**config.mk**
```make
export PLATFORM = sky130hd
export DESIGN_NAME = hpem_div_pipe
export DESIGN_NICKNAME = d
export VERILOG_FILES = /design/src/sv/hpem_div_pipe.sv
export SDC_FILE = /design/constraint.sdc
export NUM_CORES = 1
export LEC_CHECK = 0
export BUFFER_PORTS_ARGS = -buffer_cell sky130_fd_sc_hd__buf_2
export CAP_MARGIN = 20
export CORE_MARGIN = 1.5
export CORE_UTILIZATION = 55
export CTS_CLUSTER_SIZE = 14
export DETAILED_ROUTE_END_ITERATION = 8
export PLACE_DENSITY = 0.79
export SYNTH_ARGS = -nofsm -noshare
export SYNTH_HDL_FRONTEND = slang
export SYNTH_SLANG_ARGS = --single-unit
```
**constraint.sdc**
```tcl
create_clock -name i_clk -period 7.7 [get_ports i_clk]
set_input_delay 2.31 -clock i_clk [delete_from_list [all_inputs] [get_ports i_clk]]
set_output_delay 2.31 -clock i_clk [all_outputs]
set_load 0.02 [all_outputs]
```
**src/sv/hpem_div_pipe.sv**
```systemverilog
// ---------------------------------------------------------------------------
// Pipelined restoring divider
// One quotient bit per stage. Flags overflow when the quotient does not fit
// in QUO_W bits; a sideband word travels with each request.
// ---------------------------------------------------------------------------
module hpem_div_pipe #(
    parameter int  NUM_W = 32,
    parameter int  DEN_W = 16,
    parameter int  QUO_W = 16,
    parameter type t_side = logic
) (
    input  logic             i_clk,
    input  logic             i_rst_n,
    input  logic             i_en,
    input  logic             i_valid,
    input  logic [NUM_W-1:0] i_num,
    input  logic [DEN_W-1:0] i_den,
    input  t_side            i_side,
    output logic             o_valid,
    output logic [QUO_W-1:0] o_quo,
    output logic             o_ovf,
    output t_side            o_side
);

    localparam int HI_W  = NUM_W - QUO_W;
    localparam int CMP_W = (HI_W > DEN_W) ? HI_W : DEN_W;

    logic [CMP_W-1:0] w_hi;
    logic [CMP_W-1:0] w_den;

    logic             r_vld  [0:QUO_W];
    logic             r_ovf  [0:QUO_W];
    t_side            r_side [0:QUO_W];
    logic [DEN_W-1:0] r_rem  [0:QUO_W-1];
    logic [DEN_W-1:0] r_den  [0:QUO_W-1];
    logic [QUO_W-1:0] r_low  [0:QUO_W-1];
    logic [QUO_W-1:0] r_quo  [1:QUO_W];

    assign w_hi  = CMP_W'(i_num[NUM_W-1:QUO_W]);
    assign w_den = CMP_W'(i_den);

    // entry stage: quotient overflows when the upper part already reaches den
    always_ff @(posedge i_clk) begin
        if (!i_rst_n) begin
            r_vld[0] <= 1'b0;
        end else if (i_en) begin
            r_vld[0] <= i_valid;
        end
    end

    always_ff @(posedge i_clk) begin
        if (i_en) begin
            r_ovf[0]  <= (w_hi >= w_den);
            r_rem[0]  <= w_hi[DEN_W-1:0];
            r_den[0]  <= i_den;
            r_low[0]  <= i_num[QUO_W-1:0];
            r_side[0] <= i_side;
        end
    end

    for (genvar k = 1; k <= QUO_W; k++) begin : g_step
        logic [DEN_W:0] w_trial;
        logic [DEN_W:0] w_sub;
        logic           w_ge;

        assign w_trial = {r_rem[k-1], r_low[k-1][QUO_W-1]};
        assign w_sub   = w_trial - {1'b0, r_den[k-1]};
        assign w_ge    = (w_trial >= {1'b0, r_den[k-1]});

        always_ff @(posedge i_clk) begin
            if (!i_rst_n) begin
                r_vld[k] <= 1'b0;
            end else if (i_en) begin
                r_vld[k] <= r_vld[k-1];
            end
        end

        always_ff @(posedge i_clk) begin
            if (i_en) begin
                r_ovf[k]  <= r_ovf[k-1];
                r_side[k] <= r_side[k-1];
            end
        end

        if (k == 1) begin : g_first
            always_ff @(posedge i_clk) begin
                if (i_en) begin
                    r_quo[k] <= QUO_W'(w_ge);
                end
            end
        end else begin : g_next
            always_ff @(posedge i_clk) begin
                if (i_en) begin
                    r_quo[k] <= {r_quo[k-1][QUO_W-2:0], w_ge};
                end
            end
        end

        if (k < QUO_W) begin : g_carry
            always_ff @(posedge i_clk) begin
                if (i_en) begin
                    r_rem[k] <= w_ge ? w_sub[DEN_W-1:0] : w_trial[DEN_W-1:0];
                    r_den[k] <= r_den[k-1];
                    r_low[k] <= {r_low[k-1][QUO_W-2:0], 1'b0};
                end
            end
        end
    end

    assign o_valid = r_vld[QUO_W];
    assign o_quo   = r_quo[QUO_W];
    assign o_ovf   = r_ovf[QUO_W];
    assign o_side  = r_side[QUO_W];

endmodule

```
== After elaboration in Yosys (flattened, before gate mapping) ==
Memories as Yosys holds them, arrays and structs flattened.
Index checks and enable logic that the tools add are counted.
Word-level totals
  register bits after elaboration: 0
  RAM bits: 1075
  input port bits: 53
  output and inout port bits: 19
  word-level logic and storage cells: 93
  memories kept: 7
Memories
  r_den: depth 16, bits a word 16, read ports 16, clocked after memory_dff 0, write ports 16, RTL line 35  | logic [DEN_W-1:0] r_den [0:QUO_W-1];
  r_low: depth 16, bits a word 16, read ports 16, clocked after memory_dff 0, write ports 16, RTL line 36  | logic [QUO_W-1:0] r_low [0:QUO_W-1];
  r_quo: depth 16, bits a word 16, read ports 16, clocked after memory_dff 0, write ports 16, RTL line 37  | logic [QUO_W-1:0] r_quo [1:QUO_W];
  r_rem: depth 16, bits a word 16, read ports 16, clocked after memory_dff 0, write ports 16, RTL line 34  | logic [DEN_W-1:0] r_rem [0:QUO_W-1];
  r_ovf: depth 17, bits a word 1, read ports 17, clocked after memory_dff 0, write ports 17, RTL line 32  | logic r_ovf [0:QUO_W];
  r_side: depth 17, bits a word 1, read ports 17, clocked after memory_dff 0, write ports 17, RTL line 33  | t_side r_side [0:QUO_W];
  1 more memories
Cells by class
  $add $sub $neg: 15
  magnitude comparators: 17
  muxes and demuxes: 37
  bitwise gates (word level): 17
Operators with widths (count)
  >= comparator 17 x 16 -> 1 bit: 16
  two-way mux 16 bit: 15
  subtractor 16 bit: 15
  two-way mux 1 bit: 22
  bitwise OR 1 bit: 17
  >= comparator 16 bit: 1

== Logic depth before layout (Yosys ltp) ==
  word-level depth: 4
  gate-level depth with buffers: 13
  mapped depth without buffers: 11

== Worst setup path before layout ==
Ideal clock, no wire load.
  path kind: input -> register
  from: input i_num[16]
  to: memory r_ovf[0][0] (data pin)
  setup time: 0.259 ns
  arrival: 3.794 ns
  data required time: 7.441 ns
  setup slack: 3.647 ns
  cell stages on the path: 10
  buffers on the path: 0
  path through: inv_1 -> ha_1 -> nand2b_1 -> a21o_1 -> a21oi_1 -> nor2b_1 -> o21ai_0 -> a21oi_1 -> or3_1 -> a211o_1
RTL lines
  start: declaration: RTL line 16  | input logic [NUM_W-1:0] i_num,
  end: declaration: RTL line 32

==> impl_summary.log <==
INFO  metric grtUsageTotal = approximately a fifth
INFO  metric synthCells = 3113
INFO  metric fp.coreArea = ~73000 um^2
INFO  metric ys_top_cells_by_area = sky130_fd_sc_hd__edfxtp_1 (62%), sky130_fd_sc_hd__ha_1 (8.4%), sky130_fd_sc_hd__inv_1 (3.2%)
INFO  metric timing.setup.critical_path_class = register to register
INFO  metric fp.dieW = about 270 um
INFO  metric layout_commonest_cell = sky130_fd_sc_hd__edfxtp_1
INFO  metric floorplan.io_pins = between 70 and 80
INFO  metric synth_fp_nets = around 3500
INFO  metric antenna-diode-count = 0
INFO  metric max_freq = about 0.27 GHz
INFO  metric post-route-period-util = between 40% and 50%
INFO  metric cts_tree = built
INFO  metric setup-violations-final = 0
INFO  metric die_height = about 270 um
INFO  metric start_kind = register
INFO  metric post-route-drc-count = 7
INFO  metric clock_transition_at_path_regs = around 60 ps
INFO  metric period_minus_slack = around 3700 ps
INFO  metric fp-row-count = 99
INFO  metric globalRouteOverflowTotal = 0
INFO  metric placement.io_buffers = 71
INFO  metric wl_per_cell = 16.3 um
INFO  metric grt_antenna_before_repair = 2
INFO  metric layout-area-overhead-vs-synth = 10.3%
INFO  metric post_cts_repair_setup_buffers = 0
INFO  metric postSynth.asyncResetShare = 0%
INFO  metric critical_path.max_fanout = 17
INFO  metric first_global_vias = 23100
INFO  metric post_route_cells_drive_above_1_share = between 10% and 20%
INFO  metric initial_utilization = 55.6%
INFO  metric slew_viols_final = 0
INFO  metric layout.cells.most_common_list = sky130_fd_sc_hd__edfxtp_1 (834), sky130_fd_sc_hd__inv_1 (348), sky130_fd_sc_hd__ha_1 (272)
INFO  metric timing.clock.skew = around 33 ps
INFO  metric placed_cells_incl_taps = 4110
INFO  metric slew_of_the_pin_with_the_lowest_slew_margin = between 1000 and 1500 ps
INFO  metric relSlewSlack = about a quarter
INFO  metric ctsHtreeMaxLevel = 3
INFO  metric dr_total_vias = between 20000 and 25000
INFO  metric wirelength = 69.8 mm
INFO  metric floorplan.die_area = about 76000 um^2
INFO  metric drt-pass1-iter-count = 8
INFO  metric dr.first_iter.drc_count = ~1800
INFO  metric report.final.hold_viol_count = 0
INFO  metric cts-buffers-inserted = a little under 90
INFO  metric synth.ff_latch_count = 835
INFO  metric vdd.ir_drop.worst = 188 uV
INFO  metric clk_latency = around 630 ps
INFO  metric cts_root_buffer = sky130_fd_sc_hd__clkbuf_16
INFO  metric syn_area = approximately 40000 um^2
INFO  metric final_standard_cell_count_with_taps_included_and_fillers_excluded = ~4300
INFO  metric cp.arrival = just over 4000 ps
INFO  metric max-cap-violations = 0
INFO  metric netlist_cell_types = between 90 and 100
INFO  metric synth_edf_count = 834
INFO  metric antenna_left = 0
INFO  metric clock-sinks = between 800 and 900
INFO  metric outcome = complete, but fails checks
INFO  metric yosysSeqAreaShare = just over 60%
INFO  metric violations_in_the_final_reports = design-rule violations
INFO  metric finish.net_count = roughly 3600
INFO  metric dominantRegCellSynth = sky130_fd_sc_hd__edfxtp_1
INFO  metric grt_setup_unrepaired = no
INFO  metric synth_area_leader_cell = sky130_fd_sc_hd__edfxtp_1
INFO  metric synth.avg_cell_area = 13.1 um^2
INFO  metric cts-hold-fix-buffers = 0
INFO  metric power_density = 384 nW/um^2
INFO  metric worstHoldPathType = register to register
INFO  metric cts-resized-gates = 0
INFO  metric detail_route.vias_per_cell = 5.58
INFO  metric cts_max_path_buffers = 3
INFO  metric leakage = 17.9 nW
INFO  metric synth_top_area_share = slightly above 60%
INFO  metric cp.required = roughly 8100 ps
INFO  metric totalNegativeSetupSlack = 0 ps
INFO  metric gp_congestion = just over 0.9
INFO  metric grt_first_pass_wirelength = 114 mm
INFO  metric share_of_the_core_filled_with_cells_in_the_final_layout = 61.4%
INFO  metric largest_net_degree_at_the_start_of_global_routing = 180
INFO  metric cp_endpoint_kind = register
INFO  metric place.detailed.hpwl = slightly below 50 mm
INFO  metric yosys_warnings = 0
## worst paths after layout
| kind | endpoint | cells past startpoint | startpoint | slack (ps) |
|---|---|---|---|---|
| worst min-delay path | r_low[9][15]$_DFFE_PP_ | 0 | r_low[8][14]$_DFFE_PP_ | 400 |
| worst max-delay path | r_rem[1][24]$_DFFE_PP_ | 10 | r_den[4][1]$_DFFE_PP_ | 3990 |
| worst min register to register | r_low[9][15]$_DFFE_PP_ | 0 | r_low[8][14]$_DFFE_PP_ | 400 |
| worst max register to register | r_rem[1][24]$_DFFE_PP_ | 10 | r_den[4][1]$_DFFE_PP_ | 3990 |
## registers in the layout, indices dropped and copies added, names as in the netlist
name    cells
r_den     256
r_low     136
r_ovf      17
r_quo     136
r_rem     256
r_side     17
r_vld      17
## final cells by class
type | count | area [um^2]
sequential | 835 | 25100
inverter | 349 | 1310
tap | 959 | 1200
clock buffer | 109 | 2310
multi-input combinational | 1885 | 14100
fill | 5534 | 28200
clock inverter | 53 | 380
timing repair buffer | 84 | 537
## logic make-up after synthesis
logic type	after synthesis	synth area share (%)
AO/OA/AOI/OAI	653	10.5
XOR/XNOR	170	3.66
adder cells (fa/ha/maj)	287	9.11
buffers and inverters	393	3.83
flip-flops	835	61.6
multiplexers	128	3.57
AND/OR/NAND/NOR	647	7.70
## where the power goes
part / switching, mW / total [mW] / internal [mW]
logic: 3.51 / 6.48 / 2.97
clock network: 1.70 / 3.94 / 2.24
registers: 0.480 / 6.83 / 6.35
total: 5.68 / 17.2 / 11.6
## per-stage QoR
stage	instance area [um^2]	power, mW	hold slack [ps]	worst slack (ps)
6_report	44900	17.2	402	3990
2_1_floorplan	40700	11.9	400	3650
3_5_place_dp	42100	13.3	405	3300
4_1_cts	44800	17.3	406	4000
5_1_grt	44900	18.4	412	3760
3_3_place_gp	42100	13.1	400	3290
## synth_stat cells, types with 11 or more instances
cell,n
sky130_fd_sc_hd__o21ai_0,158
sky130_fd_sc_hd__o31ai_1,13
sky130_fd_sc_hd__mux2i_1,23
sky130_fd_sc_hd__and3_1,31
sky130_fd_sc_hd__xor2_1,74
sky130_fd_sc_hd__edfxtp_1,834
sky130_fd_sc_hd__nor2b_1,46
sky130_fd_sc_hd__ha_1,272
sky130_fd_sc_hd__fa_1,15
sky130_fd_sc_hd__a21o_1,68
sky130_fd_sc_hd__nand4_1,37
sky130_fd_sc_hd__a211oi_1,20
sky130_fd_sc_hd__mux2_2,93
sky130_fd_sc_hd__xnor2_1,96
sky130_fd_sc_hd__nand2_1,181
sky130_fd_sc_hd__o211ai_1,15
sky130_fd_sc_hd__o21a_1,48
sky130_fd_sc_hd__nand3_1,37
sky130_fd_sc_hd__or3_1,11
sky130_fd_sc_hd__a21oi_1,179
sky130_fd_sc_hd__nor2_1,165
sky130_fd_sc_hd__a31o_2,12
sky130_fd_sc_hd__nand2b_1,35
sky130_fd_sc_hd__clkbuf_1,12
sky130_fd_sc_hd__nor3_1,54
sky130_fd_sc_hd__o21ai_1,11
sky130_fd_sc_hd__buf_2,22
sky130_fd_sc_hd__a31oi_1,23
sky130_fd_sc_hd__inv_1,348
## layer usage
layer	part of all wire (%)	GRT usage, %
met1	44	24.5
met2	49	31.6
met3	4.9	3.08
met4	2.5	5.92
met5	0.010	0
## critical path, stage by stage, from the launching register on
cell,delay [ps]
sky130_fd_sc_hd__edfxtp_1,460
sky130_fd_sc_hd__inv_1,100
sky130_fd_sc_hd__ha_1,240
sky130_fd_sc_hd__nor2b_2,170
sky130_fd_sc_hd__o211ai_1,280
sky130_fd_sc_hd__a31oi_1,190
sky130_fd_sc_hd__o21ai_0,550
sky130_fd_sc_hd__o211ai_2,190
sky130_fd_sc_hd__nor2_1,130
sky130_fd_sc_hd__o21a_1,710
sky130_fd_sc_hd__mux2_2,420
No activity file was read; power rests on OpenSTA's default activity.
